===== config.mk =====
export PLATFORM = sky130hd
export DESIGN_NAME = graph_depth_first_walker
export DESIGN_NICKNAME = d
export VERILOG_FILES = /design/src/rtl/gdfw_pkg.sv /design/src/rtl/graph_depth_first_walker.sv /design/src/rtl/gdfw_ram.sv
export VERILOG_INCLUDE_DIRS = /design/src /design/src/rtl
export SDC_FILE = /design/constraint.sdc
export NUM_CORES = 2
export LEC_CHECK = 0
export BUFFER_PORTS_ARGS = -buffer_cell sky130_fd_sc_hd__clkbuf_2
export CORE_ASPECT_RATIO = 1.1
export CORE_UTILIZATION = 40
export CTS_BUF_LIST = sky130_fd_sc_hd__clkbuf_8 sky130_fd_sc_hd__clkbuf_16
export DETAILED_ROUTE_END_ITERATION = 10
export GPL_ROUTABILITY_DRIVEN = 0
export PLACE_DENSITY_LB_ADDON = 0.15
export SYNTH_ARGS = -nofsm -noshare
export SYNTH_HDL_FRONTEND = slang
export SYNTH_HIERARCHICAL = 1
export SYNTH_SLANG_ARGS = --single-unit

===== constraint.sdc =====
create_clock -name clk -period 27.7 [get_ports clk]
set_clock_uncertainty 0.2 [all_clocks]
set_input_delay 1.385 -clock clk [delete_from_list [all_inputs] [get_ports clk]]
set_output_delay 1.385 -clock clk [all_outputs]
set_load 0.02 [all_outputs]

===== src/rtl/graph_depth_first_walker_macros.svh =====
// Assertion macros for the depth-first graph walker.
// Used by graph_depth_first_walker.sv; expects clk and rst_n in scope.
`ifndef GRAPH_DEPTH_FIRST_WALKER_MACROS_SVH
`define GRAPH_DEPTH_FIRST_WALKER_MACROS_SVH
`ifndef NO_ASSERTIONS
// same-cycle implication, disabled in reset
`define GDFW_ASSERT_IMPLY(label, ante, cons, msg) \
  label: assert property (@(posedge clk) disable iff (!rst_n) (ante) |-> (cons)) \
    else $error(msg);
// next-cycle implication, disabled in reset
`define GDFW_ASSERT_NEXT(label, ante, cons, msg) \
  label: assert property (@(posedge clk) disable iff (!rst_n) (ante) |=> (cons)) \
    else $error(msg);
`else
`define GDFW_ASSERT_IMPLY(label, ante, cons, msg)
`define GDFW_ASSERT_NEXT(label, ante, cons, msg)
`endif
`endif


===== src/rtl/gdfw_pkg.sv =====
// Shared constants and codes for the depth-first graph walker.
// No dependencies; imported by the walker RTL.
`default_nettype none

package gdfw_pkg;

  localparam int MAX_VERTICES_DEF = 16;
  localparam int MAX_DEGREE_DEF   = 16;
  localparam int MAX_RESULTS      = 16;

  localparam int VTX_W  = 4;
  localparam int REQ_W  = 2;
  localparam int STAT_W = 2;
  localparam int CFG_W  = 5;

  localparam logic [CFG_W-1:0] VERTEX_COUNT_RST = 5'd16;

  // request codes
  localparam logic [REQ_W-1:0] REQ_ADD    = 2'd0;
  localparam logic [REQ_W-1:0] REQ_REMOVE = 2'd1;
  localparam logic [REQ_W-1:0] REQ_WALK   = 2'd2;

  // status codes
  localparam logic [STAT_W-1:0] ST_OK      = 2'd0;
  localparam logic [STAT_W-1:0] ST_RANGE   = 2'd1;
  localparam logic [STAT_W-1:0] ST_FULL    = 2'd2;
  localparam logic [STAT_W-1:0] ST_MISSING = 2'd3;

endpackage

`default_nettype wire


===== src/rtl/graph_depth_first_walker.sv =====
// Depth-first graph walker top level: sequencer, lists, stack and result port.
// Depends on gdfw_pkg, gdfw_ram and graph_depth_first_walker_macros.svh.
`default_nettype none

`include "graph_depth_first_walker_macros.svh"

// A request transfers at a clock edge where start is high and busy is low;
// busy then stays high until the request is finished, one request at a time.
// Results come out on out_*, each marked by out_valid for exactly
// one cycle; the receiver cannot stall them and must take every one. The
// final result of a request carries out_last. Add and remove give a single
// result; a walk gives one result per visited vertex (at most 16), in
// depth-first order. All edge lists sit in one RAM with a single read port
// and a registered read, and that port sets the pace of each request:
//   add:    range check and write.
//   remove: search of the list for the entry, then a shift of the entries behind it.
//   walk:   a read per edge leaving the visited vertices, and a pop per
//           visited vertex.
// Each result shows on the ports in the cycle after it is produced, so the
// last result of a request is on the ports in the first cycle of busy low.
// Request type 3 is taken and ignored: busy does not rise.
// vertex_count (cfg_wr_data) may be written only while busy is low.

module graph_depth_first_walker import gdfw_pkg::*; #(
  parameter int MAX_VERTICES = MAX_VERTICES_DEF,
  parameter int MAX_DEGREE   = MAX_DEGREE_DEF
) (
  input  logic              clk,
  input  logic              rst_n,
  // configuration
  input  logic              cfg_wr_en,
  input  logic [CFG_W-1:0]  cfg_wr_data,
  // request channel
  input  logic              start,
  output logic              busy,
  input  logic [REQ_W-1:0]  in_req_type,
  input  logic [VTX_W-1:0]  in_source_vertex,
  input  logic [VTX_W-1:0]  in_dest_vertex,
  input  logic [VTX_W-1:0]  in_start_vertex,
  // result channel
  output logic              out_valid,
  output logic [VTX_W-1:0]  out_visited_vertex,
  output logic              out_last,
  output logic [STAT_W-1:0] out_status
);

  // vertex index, list index, list count and stack pointer widths
  localparam int VW  = $clog2(MAX_VERTICES);
  localparam int DW  = (MAX_DEGREE > 1) ? $clog2(MAX_DEGREE) : 1;
  localparam int CW  = $clog2(MAX_DEGREE + 1);
  localparam int SPW = $clog2(MAX_VERTICES + 1);
  localparam int AW  = VW + DW;
  localparam int RAM_DEPTH = 1 << AW;
  // effective vertex count width: holds both the register and the max
  localparam int NW  = (SPW > CFG_W) ? SPW : CFG_W;
  localparam int KW  = $clog2(MAX_RESULTS + 1);

  // sequencer states
  typedef enum logic [7:0] {
    S_IDLE      = 8'b0000_0001,
    S_CHECK     = 8'b0000_0010,  // range check, add, walk setup
    S_FIND_RD   = 8'b0000_0100,  // issue read of list entry idx
    S_FIND_CHK  = 8'b0000_1000,  // compare entry with the target
    S_SHIFT_RD  = 8'b0001_0000,  // issue read of entry idx+1
    S_SHIFT_WR  = 8'b0010_0000,  // write it back at idx
    S_WALK_TOP  = 8'b0100_0000,  // look at top of stack
    S_WALK_EDGE = 8'b1000_0000   // examine the fetched edge target
  } state_t;

  state_t state_r, state_nxt;

  logic [CFG_W-1:0] cfg_vc_r;

  // latched request
  logic [REQ_W-1:0] req_r;
  logic [VTX_W-1:0] src_r, dst_r, stv_r;

  // list index for remove search and shift
  logic [CW-1:0] idx_r, idx_nxt;

  // per-vertex list fill, visited marks
  logic [CW-1:0]           cnt_r [MAX_VERTICES];
  logic [MAX_VERTICES-1:0] vis_r;

  // walk stack: vertex and next-edge index per level
  logic [VTX_W-1:0] stk_v_r [MAX_VERTICES];
  logic [CW-1:0]    stk_i_r [MAX_VERTICES];
  logic [SPW-1:0]   sp_r, sp_nxt;

  // held-back visit: released once the next visit or the end is known
  logic [VTX_W-1:0] pend_r, pend_nxt;
  logic [KW-1:0]    k_r, k_nxt;

  // result register
  logic              ov_r, ov_nxt;
  logic [VTX_W-1:0]  ovtx_r, ovtx_nxt;
  logic              olast_r, olast_nxt;
  logic [STAT_W-1:0] ostat_r, ostat_nxt;

  // array write strobes
  logic             cnt_we;
  logic [VW-1:0]    cnt_wa;
  logic [CW-1:0]    cnt_wd;
  logic             stk_we;
  logic [VW-1:0]    stk_wa;
  logic [VTX_W-1:0] stk_wv;
  logic [CW-1:0]    stk_wi;
  logic             vis_clr, vis_set;
  logic [VW-1:0]    vis_sa;

  // edge RAM port
  logic             ram_we;
  logic [AW-1:0]    ram_wa, ram_ra;
  logic [VTX_W-1:0] ram_wd, ram_rd;

  // decoded views
  logic [NW-1:0]    n_eff;
  logic             src_ok, dst_ok, stv_ok;
  logic [VW-1:0]    top_a;
  logic [VTX_W-1:0] top_v;
  logic [CW-1:0]    top_i;
  logic [VW-1:0]    cnt_a;
  logic [CW-1:0]    cnt_sel;
  logic             cnt_full;
  logic [CW-1:0]    idx_p1;
  logic             d_new;
  logic [MAX_VERTICES-1:0] vis_upd;

  gdfw_ram #(
    .WIDTH (VTX_W),
    .DEPTH (RAM_DEPTH)
  ) u_edge_ram (
    .clk   (clk),
    .we    (ram_we),
    .waddr (ram_wa),
    .wdata (ram_wd),
    .raddr (ram_ra),
    .rdata (ram_rd)
  );

  // vertex_count clipped to the table size
  assign n_eff = (NW'(cfg_vc_r) > NW'(MAX_VERTICES)) ? NW'(MAX_VERTICES) : NW'(cfg_vc_r);
  assign src_ok = NW'(src_r) < n_eff;
  assign dst_ok = NW'(dst_r) < n_eff;
  assign stv_ok = NW'(stv_r) < n_eff;

  assign top_a = VW'(sp_r - SPW'(1));
  assign top_v = stk_v_r[top_a];
  assign top_i = stk_i_r[top_a];

  // single count read: the top vertex while walking, else the source
  assign cnt_a    = (state_r == S_WALK_TOP) ? VW'(top_v) : VW'(src_r);
  assign cnt_sel  = cnt_r[cnt_a];
  assign cnt_full = cnt_sel >= CW'(MAX_DEGREE);
  assign idx_p1   = idx_r + CW'(1);

  // fetched target is in range and not yet seen (stale edges drop out here)
  assign d_new = (NW'(ram_rd) < n_eff) && !vis_r[VW'(ram_rd)];

  // marks after this cycle: optional clear, then at most one bit set
  assign vis_upd = (vis_clr ? '0 : vis_r) |
                   ({{(MAX_VERTICES-1){1'b0}}, vis_set} << vis_sa);

  always_comb begin
    state_nxt = state_r;
    idx_nxt   = idx_r;
    sp_nxt    = sp_r;
    pend_nxt  = pend_r;
    k_nxt     = k_r;
    ov_nxt    = 1'b0;
    ovtx_nxt  = '0;
    olast_nxt = 1'b0;
    ostat_nxt = ST_OK;
    cnt_we    = 1'b0;
    cnt_wa    = VW'(src_r);
    cnt_wd    = cnt_sel;
    stk_we    = 1'b0;
    stk_wa    = top_a;
    stk_wv    = top_v;
    stk_wi    = '0;
    vis_clr   = 1'b0;
    vis_set   = 1'b0;
    vis_sa    = VW'(ram_rd);
    ram_we    = 1'b0;
    ram_wa    = {VW'(src_r), DW'(idx_r)};
    ram_wd    = dst_r;
    ram_ra    = {VW'(src_r), DW'(idx_r)};

    case (state_r)
      S_IDLE: begin
        idx_nxt = '0;
        if (start && (in_req_type inside {REQ_ADD, REQ_REMOVE, REQ_WALK})) begin
          state_nxt = S_CHECK;
        end
      end

      S_CHECK: begin
        if (req_r == REQ_WALK) begin
          if (!stv_ok) begin
            ov_nxt    = 1'b1;
            olast_nxt = 1'b1;
            ostat_nxt = ST_RANGE;
            state_nxt = S_IDLE;
          end else begin
            // fresh marks, start vertex visited and pushed, its result held
            vis_clr   = 1'b1;
            vis_set   = 1'b1;
            vis_sa    = VW'(stv_r);
            pend_nxt  = stv_r;
            k_nxt     = KW'(1);
            stk_we    = 1'b1;
            stk_wa    = '0;
            stk_wv    = stv_r;
            stk_wi    = '0;
            sp_nxt    = SPW'(1);
            state_nxt = S_WALK_TOP;
          end
        end else if (!(src_ok && dst_ok)) begin
          ov_nxt    = 1'b1;
          olast_nxt = 1'b1;
          ostat_nxt = ST_RANGE;
          state_nxt = S_IDLE;
        end else if (req_r == REQ_ADD) begin
          ov_nxt    = 1'b1;
          olast_nxt = 1'b1;
          state_nxt = S_IDLE;
          if (cnt_full) begin
            ostat_nxt = ST_FULL;
          end else begin
            ram_we = 1'b1;
            ram_wa = {VW'(src_r), DW'(cnt_sel)};
            cnt_we = 1'b1;
            cnt_wd = cnt_sel + CW'(1);
          end
        end else begin
          state_nxt = S_FIND_RD;
        end
      end

      S_FIND_RD: begin
        if (idx_r >= cnt_sel) begin
          ov_nxt    = 1'b1;
          olast_nxt = 1'b1;
          ostat_nxt = ST_MISSING;
          state_nxt = S_IDLE;
        end else begin
          state_nxt = S_FIND_CHK;
        end
      end

      S_FIND_CHK: begin
        if (ram_rd == dst_r) begin
          state_nxt = S_SHIFT_RD;
        end else begin
          idx_nxt   = idx_p1;
          state_nxt = S_FIND_RD;
        end
      end

      S_SHIFT_RD: begin
        if (idx_p1 >= cnt_sel) begin
          cnt_we    = 1'b1;
          cnt_wd    = cnt_sel - CW'(1);
          ov_nxt    = 1'b1;
          olast_nxt = 1'b1;
          state_nxt = S_IDLE;
        end else begin
          ram_ra    = {VW'(src_r), DW'(idx_p1)};
          state_nxt = S_SHIFT_WR;
        end
      end

      S_SHIFT_WR: begin
        ram_we    = 1'b1;
        ram_wd    = ram_rd;
        idx_nxt   = idx_p1;
        state_nxt = S_SHIFT_RD;
      end

      S_WALK_TOP: begin
        if (sp_r == '0) begin
          // stack empty: release the held visit as the final result
          ov_nxt    = 1'b1;
          ovtx_nxt  = pend_r;
          olast_nxt = 1'b1;
          state_nxt = S_IDLE;
        end else if (top_i >= cnt_sel) begin
          sp_nxt = sp_r - SPW'(1);
        end else begin
          ram_ra    = {VW'(top_v), DW'(top_i)};
          stk_we    = 1'b1;
          stk_wi    = top_i + CW'(1);
          state_nxt = S_WALK_EDGE;
        end
      end

      S_WALK_EDGE: begin
        state_nxt = S_WALK_TOP;
        if (d_new) begin
          vis_set = 1'b1;
          if (k_r < KW'(MAX_RESULTS)) begin
            ov_nxt   = 1'b1;
            ovtx_nxt = pend_r;
            pend_nxt = ram_rd;
            k_nxt    = k_r + KW'(1);
          end
          if (sp_r < SPW'(MAX_VERTICES)) begin
            stk_we = 1'b1;
            stk_wa = VW'(sp_r);
            stk_wv = ram_rd;
            stk_wi = '0;
            sp_nxt = sp_r + SPW'(1);
          end
        end
      end

      default: begin
        state_nxt = S_IDLE;
      end
    endcase
  end

  // control state
  always_ff @(posedge clk) begin
    if (!rst_n) begin
      state_r  <= S_IDLE;
      cfg_vc_r <= VERTEX_COUNT_RST;
      sp_r     <= '0;
      k_r      <= '0;
      ov_r     <= 1'b0;
      vis_r    <= '0;
      for (int i = 0; i < MAX_VERTICES; i++) begin
        cnt_r[i] <= '0;
      end
    end else begin
      state_r <= state_nxt;
      sp_r    <= sp_nxt;
      k_r     <= k_nxt;
      ov_r    <= ov_nxt;
      if (cfg_wr_en) begin
        cfg_vc_r <= cfg_wr_data;
      end
      if (cnt_we) begin
        cnt_r[cnt_wa] <= cnt_wd;
      end
      if (vis_clr || vis_set) begin
        vis_r <= vis_upd;
      end
    end
  end

  // payload: request latch, walk stack, held visit, result fields
  always_ff @(posedge clk) begin
    if (state_r == S_IDLE && start) begin
      req_r <= in_req_type;
      src_r <= in_source_vertex;
      dst_r <= in_dest_vertex;
      stv_r <= in_start_vertex;
    end
    if (stk_we) begin
      stk_v_r[stk_wa] <= stk_wv;
      stk_i_r[stk_wa] <= stk_wi;
    end
    idx_r   <= idx_nxt;
    pend_r  <= pend_nxt;
    ovtx_r  <= ovtx_nxt;
    olast_r <= olast_nxt;
    ostat_r <= ostat_nxt;
  end

  assign busy               = (state_r != S_IDLE);
  assign out_valid          = ov_r;
  assign out_visited_vertex = ovtx_r;
  assign out_last           = olast_r;
  assign out_status         = ostat_r;

  // error results always close their request
  `GDFW_ASSERT_IMPLY(a_err_is_last, out_valid && (out_status != ST_OK), out_last,
                     "error result without last")
  // a result that is not the last one belongs to a walk still running
  `GDFW_ASSERT_IMPLY(a_mid_busy, out_valid && !out_last, busy,
                     "intermediate result while idle")
  // after an intermediate result the walk either continues or closes
  `GDFW_ASSERT_NEXT(a_mid_follow, out_valid && !out_last,
                    busy || (out_valid && out_last),
                    "walk ended without a last result")

endmodule

`default_nettype wire


===== src/rtl/gdfw_ram.sv =====
// Generic simple dual-port RAM: one write port, one read port, registered read.
// No dependencies.
`default_nettype none

module gdfw_ram #(
  parameter int WIDTH = 4,
  parameter int DEPTH = 256
) (
  input  logic                     clk,
  input  logic                     we,
  input  logic [$clog2(DEPTH)-1:0] waddr,
  input  logic [WIDTH-1:0]         wdata,
  input  logic [$clog2(DEPTH)-1:0] raddr,
  output logic [WIDTH-1:0]         rdata
);

  logic [WIDTH-1:0] mem [DEPTH];
  logic [WIDTH-1:0] rdata_r;

  always_ff @(posedge clk) begin
    if (we) begin
      mem[waddr] <= wdata;
    end
    rdata_r <= mem[raddr];
  end

  assign rdata = rdata_r;

endmodule

`default_nettype wire

==> summary.txt <==
Final layout
  • Nets: about 3300
  • Final core utilization: 45.1%
  • Commonest non-fill, non-tap cell in the layout: edfxtp_1
  • # diodes: 0
  • Share of cells above drive strength 1: 19.4%
  • Fill cells: 11767
  • Layout area overhead: 11.8%
  • Leading cell types in the layout, fill and taps excluded: 1271 x edfxtp_1, 431 x nor2_1, 288 x mux4_2, 180 x nand2_1, 141 x clkbuf_16

Placement
  • Detailed placement HPWL: 87600 µm
  • Port bufs: 31

Clock network
  • Setup repair bufs after CTS: 0
  • Clk sinks: between 1000 and 1500
  • Root cell of the clock tree: clkbuf_16
  • Clk_lat worst skew: 0.78 ns
  • H-tree depth: 4
  • CTS tree: built
  • Cts hold-fix bufs: 0
  • Post-CTS resize count: 0
  • CTS Buf Count: ~140
  • Max clock buf depth: 3
  • Worst-path clk slew: around 0.060 ns

Setup path
  • Critical Path Slowest Stage Cell: buf_4
  • Register-to-Register Setup Slack: 16.01 ns
  • Largest stage delay on the critical path: around 0.9 ns
  • Critical Path Fanout Max: around 100
  • CP Class: reg -> reg
  • Worst EP required: 28.11 ns
  • CP Capture Type: register
  • Critical Path AT: 12.10 ns
  • Startpoint types: register

Floorplan
  • Num ports: 32
  • Starting Density: 40.3%
  • Die H: 390 µm
  • Cell Rows: approximately 140
  • Die Width: 355 µm
  • Die area: 139000 µm²
  • Placeable Area: 136000 µm²

Logic synthesis
  • Syn Area/Cell: 17.1 µm²
  • Netlist cell types: 86
  • FF+latch count, synth: 1322
  • Gate Count Post-Synth: 3208
  • Warnings, synthesis: 6
  • Synthesized area: 54900 µm²
  • EDFF count, synth: between 1000 and 1500
  • Syn nets: 3264
  • Post-synth ARST share: 0%
  • Sequential area share after synthesis: 71.4%
  • Top FF cell, synth: edfxtp_1

GRT
  • Total global-route track usage: about a fifth
  • Gr ovfl total: 0
  • Pin count of the biggest net entering global routing: approximately 170
  • Number of global-route vias before repair: 30592
  • First-pass GRT wire length: about 210000 µm
  • Initial antenna violation count: 1

STA
  • Worst Tran Pin Value: 1.28 ns
  • Final hold slack: 0.258 ns
  • RSZ-0062 raised after global routing: false
  • Worst-case headroom to the max-slew limit: a little over an eighth
  • Final Hold Vio Count: 0
  • Final period util: a little over two fifths
  • Setup TNS: 0 ns
  • Crit path time final: 11.69 ns
  • Setup Viol. Count Final: 0
  • Final Max Tran Viols: 0
  • Fmax: 0.0856 GHz

Pwr
  • Cell area power density: between 70 and 80 nW/µm²
  • Peak VDD IR: 0.0568 mV
  • Overall Power: 4.46 mW
  • Leak pwr: about 19 nW

Min path
  • Hold Path Class: reg -> reg

Routing
  • Final WL: between 100000 and 150000 µm
  • Vias: between 20000 and 30000
  • WL/cell: 27.4 µm
  • Violation count after the first detailed-route iteration: 2896
  • DRT Pass-1 Iters: 5
  • Routed Antenna Nets: 0
  • DR DRC count: 0
  • Via-to-Cell Ratio: 5.77

Outcome
  • Status: completed

Run
  • Max-Cap Viols: 0
-- metal layers --
metal / track usage (%) / vias up / wire length (µm)
li1: - / 12810 / -
met1: 27.9 / 15704 / 59700
met2: 34.1 / 1015 / 69900
met3: 3.01 / 215 / 7850
met4: 6.55 / 0 / 3690
met5: 0 / - / 0
-- worst max-delay path, delay by kind of cell (launching register included) --
| family | cells | cell delay (ns) |
|---|---|---|
| buffers and inverters | 6 | 3.33 |
| DFF | 1 | 0.31 |
| AOI/OAI and AO/OA | 10 | 3.02 |
| and+or+nand+nor | 8 | 1.63 |
| adders and majority gates | 2 | 0.72 |
| xor gates and xnor gates | 1 | 0.38 |
| muxes | 3 | 1.69 |
-- sequential cells by signal, summed over array words and instances, names as in the netlist --
signal / flops
k_r: 5
req_r: 2
vis_r: 16
stk_v_r: 64
cnt_r: 80
cfg_vc_r: 5
dst_r: 4
u_edge_ram/rdata: 4
out_last: 1
u_edge_ram/mem: 1024
state_r: 8
pend_r: 4
stk_i_r: 80
cnt_wa: 4
idx_r: 5
out_visited_vertex: 4
out_status: 2
sp_r: 5
out_valid: 1
stv_r: 4
-- where the power goes --
group | switching, mW | internal (mW)
combinational | 0.269 | 0.156
clock | 0.777 | 1.03
sequential | 0.0161 | 2.21
-- through the flow --
stage	instances	setup slack [ns]	instance area, µm²
floorplan	3208	14.25	54900
global placement	4905	16.07	56900
detailed placement	4905	15.95	56900
CTS	5157	15.89	61300
global route	5157	14.98	61300
finish	5157	16.01	61300
-- worst paths after layout --
kind	from	to	cells after the start
setup / recovery	sp_r[0]	u_edge_ram/rdata[1]	30
hold / removal	pend_r[3]	out_visited_vertex[3]	1
setup reg to reg	sp_r[0]	u_edge_ram/rdata[1]	30
hold reg to reg	pend_r[3]	out_visited_vertex[3]	1
-- kinds of logic after synthesis --
group,after synthesis,share of synthesized area [%]
adders and majority gates,33,0.752
muxes,404,14.0
AOI/OAI and AO/OA,346,4.42
DFF,1322,71.4
xor gates and xnor gates,16,0.351
and+or+nand+nor,867,7.06
buffers and inverters,220,2.03
-- cell type report --
class	instances	area (µm²)	area share [%]
clock buffer	143	3560	5.80
clock inverter	109	867	1.41
inverter	28	105	0.171
multi-input combinational	1666	14700	24.0
sequential	1322	39200	63.9
tap	1800	2250	3.67
timing repair buffer	89	616	1.00
-- synthesized netlist by cell type (12+ instances only) --
| cell type | count | area [µm²] |
|---|---|---|
| inv_1 | 27 | 101 |
| a211oi_1 | 13 | 97.6 |
| buf_4 | 16 | 120 |
| a22oi_1 | 54 | 405 |
| a21oi_1 | 52 | 260 |
| nand4_1 | 28 | 175 |
| buf_2 | 32 | 160 |
| clkbuf_1 | 106 | 398 |
| a31oi_1 | 24 | 150 |
| nor2b_1 | 32 | 200 |
| edfxtp_1 | 1271 | 38200 |
| o211ai_1 | 24 | 180 |
| nand2_1 | 181 | 679 |
| ha_1 | 33 | 413 |
| nand2b_1 | 30 | 188 |
| dfxtp_1 | 51 | 1020 |
| mux2i_1 | 104 | 1040 |
| o22ai_1 | 14 | 87.6 |
| a221oi_1 | 12 | 105 |
| and2_1 | 12 | 75.1 |
| nand3_1 | 73 | 365 |
| nor2_1 | 431 | 1620 |
| o21a_1 | 13 | 97.6 |
| buf_1 | 13 | 48.8 |
| buf_6 | 25 | 282 |
| nor3_1 | 16 | 80.1 |
| mux4_2 | 288 | 6490 |
| o21ai_0 | 57 | 285 |
Power figures use the tool's default switching activity.
